[src/hw/rtl/dlf_pkg.sv]
`default_nettype none

package dlf_pkg;

  localparam int MAX_INPUTS  = 64;
  localparam int MAX_OUTPUTS = 64;
  localparam int VALUE_BITS  = 16;
  localparam int FRAC_BITS   = VALUE_BITS / 2;
  localparam int ACC_BITS    = 48;
  localparam int COUNT_BITS  = 7;
  localparam int ROW_BITS    = 6;
  localparam int COL_BITS    = 6;
  localparam int PROD_BITS   = 2 * VALUE_BITS;
  localparam int SUM_BITS    = ACC_BITS + 2;
  localparam int BUSY_BITS   = $clog2(2 * MAX_OUTPUTS + 1);

  typedef enum logic [1:0] {
    OP_LOAD_WEIGHT = 2'd0,
    OP_LOAD_BIAS   = 2'd1,
    OP_FEED        = 2'd2
  } dlf_op_t;

  typedef enum logic {
    CFG_INPUT_COUNT  = 1'b0,
    CFG_OUTPUT_COUNT = 1'b1
  } dlf_cfg_t;

  // item travelling down the row of cells
  typedef struct packed {
    logic                         wr_weight;
    logic                         wr_bias;
    logic                         add;
    logic                         last;
    logic [ROW_BITS-1:0]          row;
    logic [COL_BITS-1:0]          col;
    logic signed [VALUE_BITS-1:0] value;
  } dlf_tok_t;

  // result travelling back toward cell 0
  typedef struct packed {
    logic                         valid;
    logic                         last;
    logic [ROW_BITS-1:0]          row;
    logic signed [VALUE_BITS-1:0] bias;
    logic signed [ACC_BITS-1:0]   acc;
  } dlf_res_t;

endpackage

`default_nettype wire

[src/hw/rtl/dlf_post.sv]
`default_nettype none

module dlf_post (
  input  wire logic                                 clk,
  input  wire logic                                 rst,
  input  wire dlf_pkg::dlf_res_t                    res,
  output logic                                      out_valid,
  output logic signed [dlf_pkg::VALUE_BITS-1:0]     out_value,
  output logic [dlf_pkg::ROW_BITS-1:0]              out_row,
  output logic                                      out_saturated,
  output logic                                      out_last
);
  import dlf_pkg::*;

  localparam int Q_BITS = SUM_BITS - FRAC_BITS;
  localparam logic signed [SUM_BITS-1:0] ROUND_HALF = SUM_BITS'(1) <<< (FRAC_BITS - 1);
  localparam logic signed [Q_BITS-1:0] VMAX = Q_BITS'((1 << (VALUE_BITS - 1)) - 1);
  localparam logic signed [Q_BITS-1:0] VMIN = -VMAX - Q_BITS'(1);

  logic signed [SUM_BITS-1:0] sum_next;
  logic signed [SUM_BITS-1:0] sum;
  logic                       a_valid;
  logic                       a_last;
  logic [ROW_BITS-1:0]        a_row;
  logic signed [Q_BITS-1:0]   q;

  assign sum_next = {{(SUM_BITS-ACC_BITS){res.acc[ACC_BITS-1]}}, res.acc}
                  + {{(SUM_BITS-VALUE_BITS-FRAC_BITS){res.bias[VALUE_BITS-1]}},
                     res.bias, {FRAC_BITS{1'b0}}}
                  + ROUND_HALF;
  // floor division by the fraction scale
  assign q = sum[SUM_BITS-1:FRAC_BITS];

  always_ff @(posedge clk) begin
    sum   <= sum_next;
    a_row <= res.row;
    out_row <= a_row;
    if (q > VMAX) begin
      out_value     <= VMAX[VALUE_BITS-1:0];
      out_saturated <= 1'b1;
    end else if (q < VMIN) begin
      out_value     <= VMIN[VALUE_BITS-1:0];
      out_saturated <= 1'b1;
    end else begin
      out_value     <= q[VALUE_BITS-1:0];
      out_saturated <= 1'b0;
    end
  end

  always_ff @(posedge clk) begin
    if (rst) begin
      a_valid   <= 1'b0;
      a_last    <= 1'b0;
      out_valid <= 1'b0;
      out_last  <= 1'b0;
    end else begin
      a_valid   <= res.valid;
      a_last    <= res.last;
      out_valid <= a_valid;
      out_last  <= a_last && a_valid;
    end
  end

endmodule

`default_nettype wire

[config.mk]
export PLATFORM = sky130hd
export DESIGN_NAME = dlf_post
export DESIGN_NICKNAME = d
export VERILOG_FILES = /design/src/hw/rtl/dlf_pkg.sv /design/src/hw/rtl/dlf_post.sv
export SDC_FILE = /design/constraint.sdc
export NUM_CORES = 1
export LEC_CHECK = 0
export BUFFER_PORTS_ARGS = -buffer_cell sky130_fd_sc_hd__buf_2
export CORE_AREA = 2 2 114 72
export DETAILED_ROUTE_END_ITERATION = 10
export DIE_AREA = 0 0 116 74
export PLACE_DENSITY = 0.84
export SLEW_MARGIN = 15
export SYNTH_ARGS = -nofsm -noshare
export SYNTH_HDL_FRONTEND = slang
export SYNTH_SLANG_ARGS = --single-unit
[constraint.sdc]
create_clock -name clk -period 6.35 [get_ports clk]
set_input_delay 1.27 -clock clk [delete_from_list [all_inputs] [get_ports clk]]
set_output_delay 1.27 -clock clk [all_outputs]
set_load 0.05 [all_outputs]
==> flow_summary.json <==
{
  "min_period_ns": 3.655,
  "synth-seq-area-share_pct": 35.26,
  "syn_inst": 487,
  "wl_um": 10110,
  "syn_avg_cell_area_um2": 8.743,
  "rsz0062_at_grt": "false",
  "max_freq_ghz": 0.2736,
  "clk_pin_slew_ns": 0.06,
  "h-tree-depth": 3,
  "die_area_um2": 8584,
  "grt_pass1_vias": 3550,
  "synth_nets": 602,
  "detailed_place_hpwl_um": 8061,
  "hold_path_class": "reg -> reg",
  "max-slew-margin-rel_pct": 56.28,
  "synth_edf_count": 0,
  "final_cell_mix": "91 x buf_2, 75 x dfxtp_1, 61 x nand2_1",
  "final_common_cell": "buf_2",
  "fin_util_pct": 67.21,
  "crit_fanout": 25,
  "ant_nets": 0,
  "grt-ovfl-total": 0,
  "post_drt_wl_per_cell_um": 14.75,
  "cts.repair.resized": 0,
  "vias_per_cell": 5.726,
  "critPathArrivalTime_ns": 3.90,
  "critical_path_class": "in -> reg",
  "diodes": 0,
  "num-fill-cells": 625,
  "clock-root-buffer": "clkbuf_16",
  "regArea_um2": 1501,
  "hold_ws_ns": 0.3263,
  "ios": 99,
  "start_util_pct": 56.25,
  "ys_types": 59,
  "first_iter_violations": 315,
  "tritoncts": "done",
  "finalCritPeriodShare_pct": 57.56,
  "power.density_nw_per_um2": 297.7,
  "yosys_warnings": 0,
  "post_dp_cell_area_um2": 4782,
  "placedCellCount": 669,
  "die_w_um": 116,
  "globalRouteTotalUtil_pct": 24.61,
  "multiInputGateArea_um2": 2649,
  "cts.sinks": 75,
  "slew_violations": 0,
  "final_layout_size_suffix_gt1_share_pct": 20.62,
  "core_area_um2": 7570,
  "dr.max_layer_used": "met4",
  "fin_tns_setup_ns": 0,
  "critPathRequiredTime_ns": 6.60,
  "portBuffers": 91,
  "area_growth_pct": 19.48,
  "ys_ff_latch": 75,
  "grt_max_degree": 26,
  "grt_first_pass_wirelength_um": 16670,
  "hold_violations": 0,
  "finClkSkew_ns": 0.006744,
  "fin_area_um2": 5087,
  "drc": 0,
  "syn_area_um2": 4258,
  "wl_met2_um": 3865,
  "clk_latency_ns": 0.33,
  "gp_congestion": 0.9356,
  "worst_slew_pin_slew_ns": 0.6553,
  "async_reset_ff_share_pct": 0,
  "crit_path_start_kind": "input pin",
  "die_height_um": 74,
  "drv_cap": 0,
  "worstSetupEndpointType": "flop",
  "final_cells": 685,
  "grt_antenna_before_repair": 0,
  "cts_buffers": 9,
  "p_leak_nw": 2.386,
  "cts_setup_buffers": 0,
  "ys.flop_type": "dfxtp_1",
  "met3_length_um": 945,
  "setup_viol": 0,
  "drt-met1-wl_um": 5150,
  "vias": 3922,
  "nets": 687,
  "ir_drop_uv": 146.4,
  "hold_buffers": 0,
  "run_status": "finished, final reports clean",
  "drt_pre_antenna_iters": 4,
  "rows": 25,
  "cts_buffer_depth": 2
}
-- final timing paths --
kind	from	endpoint	slack, ns	cells past startpoint
min	a_row[2]	out_row[2]	0.33	0
max	res[63]	sum[46]	2.69	10
min reg2reg	a_row[2]	out_row[2]	0.33	0
max reg2reg	sum[39]	out_value[2]	4.56	6
-- cell type report --
type,instances,area share (%)
multi-input combinational,384,52.07
sequential,75,29.51
timing repair buffer,92,9.100
clock buffer,9,4.427
tap,108,2.656
clock inverter,7,1.500
inverter,10,0.7378
-- per-layer routing --
metal  global-route usage (%)  up-vias
met5                        0        -
met3                    6.438       20
met2                    34.89      164
met1                    37.16     1778
met4                    6.349        0
li1                         -     1960
-- where the power goes --
| part | internal [W] | total, W | switching (W) |
|---|---|---|---|
| clock network | 0.000306 | 0.000500 | 0.000193 |
| registers | 0.000555 | 0.000591 | 0.0000357 |
| logic | 0.000155 | 0.000424 | 0.000269 |
| total | 0.00102 | 0.00151 | 0.000498 |
-- critical path, stage by stage --
cell and delay [ns]:
buf_2 0.40, ha_1 0.43, a21o_1 0.24, a21o_1 0.17
a21o_1 0.18, a211oi_2 0.35, a311o_2 0.30, o21ai_1 0.14
a31oi_1 0.24, xnor2_1 0.16
-- kinds of logic (layout without fill, tap and decap cells) --
| logic type | Yosys count | in the layout | share of synthesized area, % |
|---|---|---|---|
| compound gates | 143 | 143 | 23.07 |
| xor+xnor | 35 | 35 | 7.199 |
| fa+ha+maj | 41 | 41 | 12.22 |
| buf+inv | 28 | 118 | 2.615 |
| flops | 75 | 75 | 35.26 |
| mux | 2 | 2 | 0.4702 |
| simple gates | 163 | 163 | 19.16 |
-- cells in the mapped netlist (7+ instances only) --
| master | count | area share [%] |
|---|---|---|
| nand2_1 | 61 | 5.4 |
| inv_1 | 10 | 0.88 |
| nor2b_1 | 9 | 1.3 |
| nand4_1 | 17 | 2.5 |
| clkbuf_1 | 13 | 1.1 |
| a21oi_1 | 36 | 4.2 |
| dfxtp_1 | 75 | 35 |
| ha_1 | 40 | 12 |
| xor2_1 | 12 | 2.5 |
| xnor2_1 | 23 | 4.7 |
| nor3_1 | 11 | 1.3 |
| a21o_1 | 30 | 5.3 |
| and3_1 | 7 | 1.0 |
| nor2_1 | 21 | 1.9 |
| o21ai_0 | 20 | 2.4 |
-- flip-flops by register name, summed over array words and instances, names as in the netlist --
name / cells
sum: 42
out_value: 16
a_row: 6
out_row: 6
a_last: 1
a_valid: 1
out_last: 1
out_saturated: 1
out_valid: 1
-- metrics by stage --
| stage | setup WS, ns | total power (W) |
|---|---|---|
| after floorplan | 2.989 | 0.0009024 |
| after global placement | 2.489 | 0.001005 |
| after detailed placement | 2.427 | 0.001015 |
| after CTS | 2.749 | 0.001513 |
| after global routing | 2.597 | 0.001587 |
| final | 2.695 | 0.001515 |
(Power assumes the default switching activity.)
