--- config.mk ---
export PLATFORM = sky130hd
export DESIGN_NAME = dlf_cell
export DESIGN_NICKNAME = d
export VERILOG_FILES = /design/src/hw/rtl/dlf_pkg.sv /design/src/hw/rtl/dlf_cell.sv
export SDC_FILE = /design/constraint.sdc
export NUM_CORES = 2
export LEC_CHECK = 0
export BUFFER_PORTS_ARGS = -buffer_cell sky130_fd_sc_hd__buf_2
export CAP_MARGIN = 20
export CORE_MARGIN = 10
export CORE_UTILIZATION = 25
export DETAILED_ROUTE_END_ITERATION = 6
export GPL_TIMING_DRIVEN = 0
export PLACE_DENSITY = 0.44
export REMOVE_ABC_BUFFERS = 1
export SYNTH_ARGS = -nofsm -noshare
export SYNTH_HDL_FRONTEND = slang
export SYNTH_SLANG_ARGS = --single-unit
--- constraint.sdc ---
create_clock -name clk -period 6.8 [get_ports clk]
set_input_delay 0.34 -clock clk [delete_from_list [all_inputs] [get_ports clk]]
set_output_delay 0.34 -clock clk [all_outputs]
set_load 0.01 [all_outputs]
--- src/hw/rtl/dlf_pkg.sv ---
`default_nettype none

package dlf_pkg;

  localparam int MAX_INPUTS  = 64;
  localparam int MAX_OUTPUTS = 64;
  localparam int VALUE_BITS  = 16;
  localparam int FRAC_BITS   = VALUE_BITS / 2;
  localparam int ACC_BITS    = 48;
  localparam int COUNT_BITS  = 7;
  localparam int ROW_BITS    = 6;
  localparam int COL_BITS    = 6;
  localparam int PROD_BITS   = 2 * VALUE_BITS;
  localparam int SUM_BITS    = ACC_BITS + 2;
  localparam int BUSY_BITS   = $clog2(2 * MAX_OUTPUTS + 1);

  typedef enum logic [1:0] {
    OP_LOAD_WEIGHT = 2'd0,
    OP_LOAD_BIAS   = 2'd1,
    OP_FEED        = 2'd2
  } dlf_op_t;

  typedef enum logic {
    CFG_INPUT_COUNT  = 1'b0,
    CFG_OUTPUT_COUNT = 1'b1
  } dlf_cfg_t;

  // item travelling down the row of cells
  typedef struct packed {
    logic                         wr_weight;
    logic                         wr_bias;
    logic                         add;
    logic                         last;
    logic [ROW_BITS-1:0]          row;
    logic [COL_BITS-1:0]          col;
    logic signed [VALUE_BITS-1:0] value;
  } dlf_tok_t;

  // result travelling back toward cell 0
  typedef struct packed {
    logic                         valid;
    logic                         last;
    logic [ROW_BITS-1:0]          row;
    logic signed [VALUE_BITS-1:0] bias;
    logic signed [ACC_BITS-1:0]   acc;
  } dlf_res_t;

endpackage

`default_nettype wire

--- src/hw/rtl/dlf_cell.sv ---
`default_nettype none

module dlf_cell (
  input  wire logic                          clk,
  input  wire logic                          rst,
  input  wire logic [dlf_pkg::ROW_BITS-1:0]  row_id,
  input  wire logic [dlf_pkg::COUNT_BITS-1:0] n_out,
  input  wire dlf_pkg::dlf_tok_t             tok_in,
  output dlf_pkg::dlf_tok_t                  tok_out,
  input  wire dlf_pkg::dlf_res_t             lane_in,
  output dlf_pkg::dlf_res_t                  lane_out
);
  import dlf_pkg::*;

  logic signed [VALUE_BITS-1:0] wmem [MAX_INPUTS];
  logic signed [VALUE_BITS-1:0] rd;
  logic signed [VALUE_BITS-1:0] bias;
  logic signed [VALUE_BITS-1:0] s1_x;
  logic                         s1_add;
  logic                         s1_last;
  logic signed [PROD_BITS-1:0]  prod;
  logic                         s2_add;
  logic                         s2_last;
  logic signed [ACC_BITS-1:0]   acc;
  logic signed [ACC_BITS-1:0]   acc_next;
  logic                         mine;
  logic                         in_use;
  logic                         is_final;

  assign mine     = (tok_in.row == row_id);
  assign in_use   = ({1'b0, row_id} < n_out);
  assign is_final = (({1'b0, row_id} + COUNT_BITS'(1)) == n_out);
  // rows beyond the output count add nothing to their accumulator
  assign acc_next = acc + ((s2_add && in_use) ? {{(ACC_BITS-PROD_BITS){prod[PROD_BITS-1]}}, prod}
                                              : ACC_BITS'(0));

  // weight row of this output, registered read
  always_ff @(posedge clk) begin
    if (tok_in.wr_weight && mine) begin
      wmem[tok_in.col] <= tok_in.value;
    end
    rd <= wmem[tok_in.col];
  end

  always_ff @(posedge clk) begin
    if (tok_in.wr_bias && mine) begin
      bias <= tok_in.value;
    end
    s1_x <= tok_in.value;
    prod <= rd * s1_x;
  end

  always_ff @(posedge clk) begin
    if (rst) begin
      tok_out  <= '0;
      s1_add   <= 1'b0;
      s1_last  <= 1'b0;
      s2_add   <= 1'b0;
      s2_last  <= 1'b0;
      acc      <= '0;
      lane_out <= '0;
    end else begin
      tok_out <= tok_in;
      s1_add  <= tok_in.add;
      s1_last <= tok_in.last;
      s2_add  <= s1_add;
      s2_last <= s1_last;
      if (s2_last) begin
        acc <= '0;
      end else begin
        acc <= acc_next;
      end
      // own result takes the lane slot; results from later rows never land here now
      if (s2_last && in_use) begin
        lane_out.valid <= 1'b1;
        lane_out.last  <= is_final;
        lane_out.row   <= row_id;
        lane_out.bias  <= bias;
        lane_out.acc   <= acc_next;
      end else begin
        lane_out <= lane_in;
      end
    end
  end

endmodule

`default_nettype wire

==> summary.md <==
| Metric | Value |
|---|---|
| Met3 GRT Util | 2.38% |
| Hold Path Class | in2reg |
| EDFF count, synth | around 1,000 |
| Psw | 10.5 mW |
| Sink Count | 1,258 |
| Arr. time, crit path | 7250 ps |
| Final Max Tran Viols | 0 |
| Clock share of power | 24.5% |
| Placement Setup Slack | -151 ps |
| Syn avg cell area | 13.7 µm² |
| Clock transition at path regs | approximately 70 ps |
| Largest net degree at the start of global routing | 75 |
| VDD IR max | 0.595 mV |
| Worst Setup End Kind | flop |
| CTS max path bufs | 3 |
| Nets@finish | 5,048 |
| Met2 usage | 22.6% |
| Maximum clock rate | 152 MHz |
| Critical setup path kind | reg2reg |
| HPWL after detailed placement | between 100,000 and 150,000 µm |
| IO Count | about 220 |
| RD Place Congestion | approximately 0.8 |
| DR iter-0 viols | between 2,000 and 3,000 |
| Most common cell after layout, fill and taps aside | edfxtp_1 |
| Root Buffer | clkbuf_16 |
| First-pass GRT wire length | 255,000 µm |
| Post-Route WL | 173,000 µm |
| Global-route usage over all layers | between 10 and 15% |
| Number of distinct library cells after synthesis | 75 |
| Finished Cell Area | 0.0687 mm² |
| Initial antenna violation count | 6 |
| Final Cycle Share | 96.9% |
| FP Rows | 174 |
| Tmin final | ~6600 ps |
| Initial core utilization | 25.1% |
| Final Power | 28.5 mW |
| Antenna viol nets, final | 0 |
| Setup violators final | 0 |
| Register area share after synthesis | 62.9% |
| Unrepaired setup endpoints after global routing | no |
| Layout cells sized above 1 | between 10% and 20% |
| DIE WIDTH | 496 µm |
| CTS tree | done |
| Vias per cell | around 4.7 |
| H-tree Lvls | 4 |
| GRT Max-Usage Layer | met2 |
| Final hold violation count | 0 |
| Crit start category | flop |
| YS warnings | 0 |
| Final setup margin | ~210 ps |
| Detailed-route via count | between 30,000 and 40,000 |
| Flop pwr share | 31.2% |
| Drt drc | 0 |
| Syn Std Cell Area | between 0.05 and 0.06 mm² |
| Die area | 0.246 mm² |
| Pwr/cell area | 415 mW/mm² |
| Main synth FF type | edfxtp_1 |
| Outcome | completed |
| Async set-reset flop share out of synthesis | 0% |
| Area after DPL | 0.0636 mm² |
| Leakage | around 25 nW |
| Post-Synthesis Cells | 4,127 |
| Gate power share | between 40 and 50% |
| Power Internal | between 15 and 20 mW |
| Commonest cells after routing, fill and taps aside | edfxtp_1 (1,040), inv_1 (333), a22oi_1 (333), nand2_1 (272), fa_1 (263) |
| Core Box Area | 0.225 mm² |
| Vias in the first global route | 36,600 |
| Die height | 496 µm |
| Max_slew headroom | 23.8% |
| Sw Share | 36.7% |
| Least-Margin Pin Slew | ~1100 ps |
| Max-cap viol count | 0 |
| WHS | 38.0 ps |
| Synth Register Bits | between 1,000 and 1,500 |
| Worst-path fanout max | 16 |
| I/O Buffers | about 220 |
| Clock Skew | ~27 ps |
| Req. time, crit path | 7460 ps |
| P&R area growth vs syn | 21.4% |
| Total grt overflow | 0 |
| Initial DRT Pass Iterations | 6 |
| WL/cell | 22.7 µm |
| Number of buffers created by CTS | about 140 |
| GR Layer Usage met1 | between 10% and 20% |
| Worst-Skew Late Latency | about 770 ps |
[final timing paths]
kind	slack, ps	cells past startpoint	from	end
hold / removal	40	3	row_id[0]	lane_out[64]$_SDFF_PP0_
setup reg to reg	210	20	rd[9]$_DFF_P_	prod[31]$_DFF_P_
hold reg to reg	490	1	s1_last$_SDFF_PP0_	s2_last$_SDFF_PP0_
setup / recovery	210	20	rd[9]$_DFF_P_	prod[31]$_DFF_P_
[state kept, by name, indices dropped and copies added, names as in the netlist]
register	count
lane_out	72
s1_last	1
wmem	1024
s2_last	1
rd	16
s2_add	1
s1_x	16
bias	16
s1_add	1
acc	48
tok_out	30
prod	32
[power groups by stage]
stage | registers, mW | logic, mW | clock network, mW
after floorplan | 9.00 | 9.69 | 0
after global placement | 9.07 | 12.7 | 0
after detailed placement | 9.07 | 12.8 | 0
after CTS | 8.90 | 12.9 | 7.17
after global routing | 8.92 | 14.5 | 7.46
final | 8.90 | 12.7 | 6.98
[stage by stage]
stage	util [%]	setup TNS [ps]	std cells
after floorplan	-	-1673410	3911
after global placement	26.9	-	7125
after detailed placement	28.2	-189	7290
after CTS	30.5	0	7619
after global routing	30.5	0	7622
final	30.5	0	7627
[timing repair]
| action | CTS | global route |
|---|---|---|
| resized for setup | 18 | 20 |
| hold buffers | 93 | 0 |
| gates cloned | 0 | 0 |
| endpoints found under the setup margin | 2 | 3 |
| pin swaps | 0 | 0 |
| hold endpoints to repair | 95 | 0 |
| buffers inserted | 0 | 2 |
[kinds of logic (layout without fill, tap and decap cells)]
logic type	Yosys count	count (layout)	share of synthesized area (%)
other	0	6	0
adder cells (fa/ha/maj)	399	399	12.3
AND/OR/NAND/NOR	868	868	7.52
multiplexers	3	3	0.0531
buffers and inverters	550	1052	3.71
XOR/XNOR	87	87	1.35
flip-flops	1258	1258	62.9
AO/OA/AOI/OAI	962	962	12.2
[Yosys cell counts (10+ instances only)]
| library cell | n | area [µm²] |
|---|---|---|
| nor3_1 | 25 | 125 |
| fa_1 | 263 | 5270 |
| nand4_1 | 59 | 369 |
| and3_1 | 14 | 87.6 |
| nor2b_1 | 40 | 250 |
| a31oi_1 | 89 | 557 |
| inv_1 | 334 | 1250 |
| nand2_1 | 272 | 1020 |
| o21a_1 | 16 | 120 |
| nand2b_1 | 10 | 62.6 |
| buf_1 | 29 | 109 |
| clkbuf_1 | 166 | 623 |
| edfxtp_1 | 1040 | 31200 |
| a22oi_1 | 334 | 2510 |
| xnor2_1 | 62 | 543 |
| nand3_1 | 39 | 195 |
| a21o_1 | 29 | 218 |
| o21bai_1 | 12 | 90.1 |
| and2_1 | 177 | 1110 |
| a21oi_1 | 182 | 911 |
| dfxtp_1 | 218 | 4360 |
| xor2_1 | 25 | 219 |
| ha_1 | 136 | 1700 |
| buf_2 | 18 | 90.1 |
| nor2_1 | 187 | 702 |
| a22o_1 | 91 | 797 |
| nor4_1 | 10 | 62.6 |
| a211oi_1 | 10 | 75.1 |
| o21ai_0 | 45 | 225 |
| a221oi_1 | 90 | 788 |
[cell type report]
class,instances,area (µm²)
fill,22600,156000
antenna,6,15.0
clock inverter,64,534
multi-input combinational,2319,19100
inverter,334,1260
sequential,1258,35700
tap,2992,3740
clock buffer,172,3580
timing repair buffer,482,4780
[critical path, stage by stage (launching register included)]
cell and delay, ps:
dfxtp_2 570, nand2_1 140, fa_1 550, inv_1 50
fa_1 500, fa_1 600, fa_1 460, fa_1 490
inv_1 50, fa_1 470, inv_1 40, ha_1 390
nand4_1 210, or2_1 300, a2111oi_2 340, o31ai_1 170
a21o_1 240, a31o_2 250, o311ai_1 290, a21oi_1 120
xnor2_1 240
[per-layer routing]
layer	vias up	part of all wire, %
met3	219	5.1
met4	0	2.5
li1	16000	-
met2	924	46
met1	18300	46
met5	-	0
Note: power is estimated with default switching activity, not from simulation.
